**config.mk**
```make
export PLATFORM = sky130hd
export DESIGN_NAME = tte_ram
export DESIGN_NICKNAME = d
export VERILOG_FILES = /design/src/hw/rtl/tte_ram.sv
export SDC_FILE = /design/constraint.sdc
export NUM_CORES = 1
export LEC_CHECK = 0
export ABC_AREA = 1
export BUFFER_PORTS_ARGS = -buffer_cell sky130_fd_sc_hd__buf_2
export CAP_MARGIN = 20
export CORE_MARGIN = 3
export CORE_UTILIZATION = 68
export CTS_BUF_LIST = sky130_fd_sc_hd__clkbuf_4 sky130_fd_sc_hd__clkbuf_8
export DETAILED_ROUTE_END_ITERATION = 7
export GPL_TIMING_DRIVEN = 0
export HOLD_SLACK_MARGIN = 0.03
export PLACE_DENSITY = 0.95
export SLEW_MARGIN = 20
export SYNTH_ARGS = -nofsm -noshare
export SYNTH_HDL_FRONTEND = slang
export SYNTH_SLANG_ARGS = --single-unit
```
**constraint.sdc**
```tcl
create_clock -name clock -period 3.3 [get_ports clock]
set_input_delay 0.33 -clock clock [delete_from_list [all_inputs] [get_ports clock]]
set_output_delay 0.33 -clock clock [all_outputs]
set_load 0.03 [all_outputs]
```
**src/hw/rtl/tte_ram.sv**
```systemverilog
// ----------------------------------------------------------------------------
// tte_ram
// Generic simple dual-port RAM: one write port, one registered read port.
// ----------------------------------------------------------------------------
module tte_ram #(
   parameter int WIDTH  = 8,
   parameter int DEPTH  = 16,
   parameter int ADDR_W = $clog2(DEPTH)
) (
   input  logic              clock,
   input  logic              wr_en,
   input  logic [ADDR_W-1:0] wr_addr,
   input  logic [WIDTH-1:0]  wr_data,
   input  logic [ADDR_W-1:0] rd_addr,
   output logic [WIDTH-1:0]  rd_data
);

   logic [WIDTH-1:0] mem_ff [DEPTH];
   logic [WIDTH-1:0] rd_data_ff;

   always_ff @(posedge clock) begin
      if (wr_en) begin
         mem_ff[wr_addr] <= wr_data;
      end
      rd_data_ff <= mem_ff[rd_addr];
   end

   assign rd_data = rd_data_ff;

endmodule

```
==> results of run 1 <==
[routing by layer]
layer	part of all wire (%)	wire [um]	vias to the layer above	global-route usage (%)
met3	13	1860	47	8.43
met5	0	0	-	0
met2	49	7170	310	51.6
met4	3.2	460	0	14.3
li1	-	-	1859	-
met1	35	5090	2006	39.8
[Yosys cell counts]
| library cell | n |
|---|---|
| buf_1 | 1 |
| buf_2 | 13 |
| buf_4 | 4 |
| buf_6 | 6 |
| dfxtp_1 | 8 |
| edfxtp_1 | 128 |
| inv_1 | 100 |
| inv_2 | 2 |
| nand2_1 | 173 |
| nand3_1 | 97 |
| nand3b_1 | 2 |
| nor2_1 | 17 |
[metrics by stage]
step / total power [mW] / util, % / setup slack, ns / cell area, um^2
floorplan: 2.14 / - / 2.02 / 5770
global placement: 2.23 / 75.4 / 1.52 / 6000
detailed placement: 2.24 / 75.4 / 1.50 / 6000
CTS: 3.57 / 80.4 / 1.97 / 6410
global route: 3.68 / 80.4 / 1.87 / 6410
finish: 3.59 / 80.4 / 1.93 / 6410
[layout make-up]
| class | instances | area share [%] |
|---|---|---|
| buffer | 24 | 2.60 |
| inverter | 102 | 5.97 |
| clock buffer | 17 | 3.65 |
| tap | 102 | 1.99 |
| sequential | 136 | 62.5 |
| timing repair buffer | 22 | 1.72 |
| clock inverter | 15 | 2.67 |
| multi-input combinational | 289 | 18.9 |
[cell usage in the layout, fill, tap and decap left out]
cell	synthesis	final
nand2_1	173	173
nand3b_1	2	2
clkinvlp_4	0	2
inv_2	2	2
clkbuf_8	0	17
buf_4	4	4
buf_2	13	35
nor2_1	17	17
buf_6	6	6
inv_1	100	100
nand3_1	97	97
dfxtp_1	8	8
buf_1	1	1
edfxtp_1	128	128
inv_6	0	3
bufinv_16	0	2
clkinv_4	0	8
[worst min-delay path by stage]
stage	from	slack (ns)	to
3_5_place_dp	mem_ff[6][7]	0.68	rd_data[7]
4_1_cts	rd_addr[2]	0.28	rd_data[3]
6_report	rd_addr[2]	0.29	rd_data[3]
2_1_floorplan	wr_data[0]	0.43	mem_ff[0][0]
3_3_place_gp	mem_ff[12][5]	0.65	rd_data[5]
5_1_grt	wr_data[0]	0.31	mem_ff[11][0]
[flip-flops by register name (all words and copies together) (netlist names)]
signal / flops
rd_data: 8
mem_ff: 128
[power groups by stage]
stage	combinational, mW	sequential (mW)	clock (mW)
2_1_floorplan	0.136	2.00	0
3_3_place_gp	0.255	1.97	0
3_5_place_dp	0.267	1.98	0
4_1_cts	0.272	1.94	1.36
5_1_grt	0.296	1.94	1.44
6_report	0.277	1.94	1.37
[critical path, delay by kind of cell]
kind / cells / cell delay, ns
buffers and inverters: 2 / 0.19
and+or+nand+nor: 2 / 0.91
[cells by family (layout without fill, tap and decap cells)]
kind of cell / after synthesis / count (layout)
AND/OR/NAND/NOR: 289 / 289
flip-flops: 136 / 136
buffers and inverters: 126 / 180
==> metrics.cfg, run 1 <==
[outcome]
status=finished with violations
violations=design-rule violations

[pwr]
seq_power_share_pct=54.0
ir_worst_vdd_mv=0.347
power_density_nw_per_um2=560
clkPwrFrac_pct=38.2
intPower_mw=2.69
combPwrFrac_pct=7.7
power_switching_mw=0.900
leakagePower_nw=2.81
swShare_pct=25.1

[routing]
drc=2
vias=4222
wl_per_cell_um=20.6
drt-total-wl_um=14600
dr.pass1.iters=8
vias_per_cell=5.97
drt_iter0_drc=673
drtAntennaViolNets=0

[grt]
antenna_found_initial=0
grt_max_degree=17
grt_pass1_vias=4160
overflow=0
grt_usage_pct=31.6
grt_pass1_wl_um=22200

[worst_hold_path]
hold_depth=4
hold_path.class=in -> reg

[clocking]
h-tree-depth=4
insertion_delay_ns=0.44
cts_root_buffer=clkbuf_8
cts_setup_buffers=0
cts-buffers-inserted=17
clock_sinks=136
clk_pin_slew_worst_paths_ns=0.08
postCtsHoldBufs=0
cts_tree=built
cts_max_path_buffers=2
ctsResizeCount=0

[die]
die_area_um2=9620
start_util_pct=72.4
io_pins=26
core_area_um2=7970
row_count=32
die_w_um=98.1
dieHeight_um=98.1

[finish]
synthToLayoutAreaGrowth_pct=11.2
finalNonFillerCells=707
drive_above_1_share_pct=13.1
fillerInstances=450
multi_input_area_um2=1210
seqCellArea_um2=4000
num_antenna_cells=0
fin_nets=610

[critical_path]
crit_start=wr_addr[1]
crit_end=mem_ff[12][5]
max_stage_delay_ns=0.79
cp-start-kind=primary input
crit_arrival_ns=1.44
critPathMaxFanout=8
cp_slowest_cell=nor2_1
worstSetupEndpointType=flip-flop
required_ns=3.36
r2r-start=mem_ff[15][0]
rr_endpoint=rd_data[0]
r2r_cells=6
crit_path_cell_trace=buf_2 > inv_1 > nand2_1 > nor2_1
path_class=in -> reg
reg2reg_slack_ns=2.21

[sta]
period_share_pct=41.7
finalSetupViolations=0
tns_ns=0
slew_violations=0
tightest_slew_ns=0.991
hold_ws_ns=0.287
period_needed_ns=1.37
clock_skew_ns=0.00777
rsz0062_at_grt=no
max_slew_margin_pct=33.7
max_freq_ghz=0.727
finalHoldViolCount=0

[logic_synthesis]
synth_top_family_by_area=simple AND/OR/NAND/NOR gates
synth_area_um2=5770
synth_cells=551
synthTopCellsByArea=edfxtp_1 (67%), nand2_1 (11%), nand3_1 (8.4%), inv_1 (6.5%), dfxtp_1 (2.8%)
synthAdderAreaFrac_pct=0
synth_xor_area_share_pct=0
syn-num-nets=569
yosysWarningCount=0
synth.yosys.seq_area_share_pct=69.4
syn_avg_cell_area_um2=10.5
yosysUniqueCellTypes=12
yosys_register_bits=136
synth_compound_area_share_pct=0
synthSimpleGateAreaFrac_pct=21.0
yosys.area.top_type=edfxtp_1
netlist.area_leader.share_pct=66.7
synthMuxAreaShare_pct=0

[placed_design]
dp_cells=675
io_buffers=22
place.gp.congestion=0.898
dp_hpwl_um=9140

[flow_run]
cap_violations=0

(Power assumes the default switching activity.)
==> run 2, diff against run 1 <==
--- a/config.mk
+++ b/config.mk
@@ -5,16 +5,16 @@
 export SDC_FILE = /design/constraint.sdc
 export NUM_CORES = 1
 export LEC_CHECK = 0
-export ABC_AREA = 1
+export ABC_AREA = 0
 export BUFFER_PORTS_ARGS = -buffer_cell sky130_fd_sc_hd__buf_2
 export CAP_MARGIN = 20
 export CORE_MARGIN = 3
-export CORE_UTILIZATION = 68
+export CORE_UTILIZATION = 57
 export CTS_BUF_LIST = sky130_fd_sc_hd__clkbuf_4 sky130_fd_sc_hd__clkbuf_8
 export DETAILED_ROUTE_END_ITERATION = 7
 export GPL_TIMING_DRIVEN = 0
 export HOLD_SLACK_MARGIN = 0.03
-export PLACE_DENSITY = 0.95
+export PLACE_DENSITY = 0.86
 export SLEW_MARGIN = 20
 export SYNTH_ARGS = -nofsm -noshare
 export SYNTH_HDL_FRONTEND = slang
==> constraint.sdc (replaced) <==
create_clock -name clock -period 1.24 [get_ports clock]
set_input_delay 0.124 -clock clock [delete_from_list [all_inputs] [get_ports clock]]
set_output_delay 0.124 -clock clock [all_outputs]
set_load 0.03 [all_outputs]
==> metrics.cfg, run 2 <==
[outcome]
status=finished with violations
violations=negative setup slack

[logic_synthesis]
synth.most_common_cell=edfxtp_1
syn-num-nets=247  ; -57%
yosys_register_bits=136  ; unchanged
synth.yosys.seq_area_share_pct=77.8  ; +8.4 points
synth_cells=229  ; -58%
netlist.area_leader.share_pct=74.7  ; +8.0 points
synthTopCellsByArea=edfxtp_1 (75%), mux4_2 (7.9%), mux4_1 (7.1%), dfxtp_1 (3.1%), a22oi_1 (2.3%)
synth_area_um2=5150  ; -11%
yosysUniqueCellTypes=19  ; +7
synth_flop_cell=edfxtp_1
synth-async-reset-ratio_pct=0  ; unchanged
synth-edff-count=128  ; unchanged
yosysWarningCount=0  ; unchanged
syn_avg_cell_area_um2=22.5  ; +110%
ys_top_cells_by_count=edfxtp_1 (128), mux4_2 (18), a22oi_1 (16)
yosys.area.top_type=edfxtp_1

[routing]
wl_met3_um=942  ; -49%
drtAntennaViolNets=0  ; unchanged
highest_layer=met4
dr_wl_met2_um=4750  ; -34%
vias_per_cell=6.14  ; +2.8%
met1_length_um=3640  ; -29%
drt-total-wl_um=9440  ; -35%
drc=0  ; -2
wl_per_cell_um=24.0  ; +17%
drt_iter0_drc=247  ; -63%
vias=2412  ; -43%
dr.pass1.iters=4  ; -4

[placed_design]
io_buffers=24  ; +9.1%
place.gp.congestion=0.745  ; -17%
placed_area_um2=5450  ; -9.3%
dp_hpwl_um=6000  ; -34%

[die]
die_area_um2=10200  ; +6.1%
start_util_pct=58.7  ; -14 points
core_area_um2=8760  ; +10%
row_count=34  ; +6.3%
dieHeight_um=101  ; +3.0%
die_w_um=101  ; +3.0%
io_pins=26  ; unchanged

[finish]
final_area_um2=5870  ; -8.5%
largest-register=mem_ff
final_cell_mix=edfxtp_1 (128), buf_2 (27), mux4_2 (22)
synthToLayoutAreaGrowth_pct=14.0
fin_nets=290  ; -52%
final_common_cell=edfxtp_1
largest_reg_flops=128  ; unchanged
drive_above_1_share_pct=35.1  ; +22 points
utilization_pct=67.0  ; -13 points
num_antenna_cells=0  ; unchanged

[critical_path]
crit_arrival_ns=1.68  ; +0.24 ns
critPathMaxFanout=1  ; -7
crit_path_cell_trace=mux4_2 > a22oi_2 > nand2_1
cp-start-kind=flip-flop
worstSetupEndpointType=flip-flop
path_class=reg -> reg
cp_slowest_cell=mux4_2
required_ns=1.55  ; -1.81 ns
max_stage_delay_ns=0.52  ; -0.27 ns

[sta]
fin_ws_ns=-0.126  ; -2.05 ns
slew_violations=0  ; unchanged
tns_ns=-0.493  ; -0.493 ns
finalHoldViolCount=0  ; unchanged
period_needed_ns=1.37
max_freq_ghz=0.732
finalSetupViolations=8  ; +8
rsz0062_at_grt=yes
max_slew_margin_pct=45.5  ; +12 points
clock_skew_ns=0.0107  ; +0.00297 ns
period_share_pct=110
tightest_slew_ns=0.815  ; -0.176 ns

[pwr]
intPower_mw=7.38  ; +170%
leakagePower_nw=1.94  ; -31%
clkPwrFrac_pct=39.5  ; +1.3 points
seq_power_share_pct=54.6  ; +0.6 points
swShare_pct=22.0  ; -3.1 points
power_density_nw_per_um2=1610  ; +190%
power_switching_mw=2.08  ; +130%
ir_worst_vdd_mv=0.917  ; +160%
combPwrFrac_pct=6.0  ; -1.7 points

[clocking]
h-tree-depth=4  ; unchanged
cts_root_buffer=clkbuf_8
cts-buffers-inserted=17  ; unchanged
cts_setup_buffers=0  ; unchanged
clock_sinks=136  ; unchanged
clk_pin_slew_worst_paths_ns=0.08  ; about the same
insertion_delay_ns=0.43  ; about the same
cts_tree=built
postCtsHoldBufs=0  ; unchanged
cts_max_path_buffers=2  ; unchanged

[grt]
grt_usage_pct=20.7  ; -11 points
grt_pass1_wl_um=14400  ; -35%
grt_pass1_vias=2407  ; -42%
antenna_found_initial=0  ; unchanged
overflow=0  ; unchanged
grt_max_degree=17  ; unchanged

[worst_hold_path]
hold_path.class=in -> reg

[flow_run]
cap_violations=0  ; unchanged

-- run 2: worst paths after layout --
| check | start | endpoint | slack (ns) | cells after the start |
|---|---|---|---|---|
| hold reg to reg | mem_ff[8][4] | rd_data[4] | 0.69 | 3 |
| setup / recovery | mem_ff[6][0] | rd_data[0] | -0.13 | 3 |
| hold / removal | wr_data[5] | mem_ff[15][5] | 0.09 | 1 |
| setup reg to reg | mem_ff[6][0] | rd_data[0] | -0.13 | 3 |
-- run 2: metal layers --
| layer | vias to the layer above | global-route usage (%) |
|---|---|---|
| met3 | 8 | 4.91 |
| met2 | 114 | 31.0 |
| li1 | 1055 | - |
| met1 | 1235 | 30.0 |
| met4 | 0 | 7.87 |
| met5 | - | 0 |
-- run 2: kinds of logic after synthesis --
logic type | synth area share, %
flops | 77.8
simple gates | 3.18
buf+inv | 1.68
compound gates | 2.33
mux | 15.0
-- run 2: timing repair --
action | 4_1_cts | 5_1_grt
pin swaps | 1 | 0
gates resized for setup | 6 | 2
endpoints found under the setup margin | 8 | 8
endpoints found under the hold margin | 0 | 0
-- run 2: metrics by stage --
stage          power [mW]  instances  setup WS, ns  hold WS [ns]
6_report             9.45        393        -0.126        0.0880
5_1_grt              9.76        393        -0.152        0.0699
4_1_cts              9.49        393        -0.140        0.0647
3_5_place_dp         5.81        361        -0.345         0.536
3_3_place_gp         5.78        361        -0.470         0.513
2_1_floorplan        5.59        229       -0.0205         0.223
-- run 2: cell type report --
| type | count | area [um^2] |
|---|---|---|
| Sequential cell | 136 | 4000 |
| Tap cell | 108 | 135 |
| Clock buffer | 18 | 241 |
| Timing Repair Buffer | 24 | 120 |
| Fill cell | 563 | 2900 |
| Clock inverter | 14 | 175 |
| Buffer | 10 | 93.8 |
| Multi-Input combinational cell | 83 | 1100 |
-- run 2: worst max-delay path: cells and delay by family (launching register included) --
| kind | cells | cell delay [ns] |
|---|---|---|
| and+or+nand+nor | 1 | 0.12 |
| muxes | 1 | 0.52 |
| DFF | 1 | 0.38 |
| AOI/OAI and AO/OA | 1 | 0.24 |
-- run 2: power groups by stage --
stage	Combinational, mW	Sequential (mW)	Clock, mW
6_report	0.564	5.16	3.73
3_5_place_dp	0.552	5.26	0
4_1_cts	0.566	5.16	3.76
3_3_place_gp	0.531	5.25	0
5_1_grt	0.602	5.17	3.99
2_1_floorplan	0.269	5.32	0
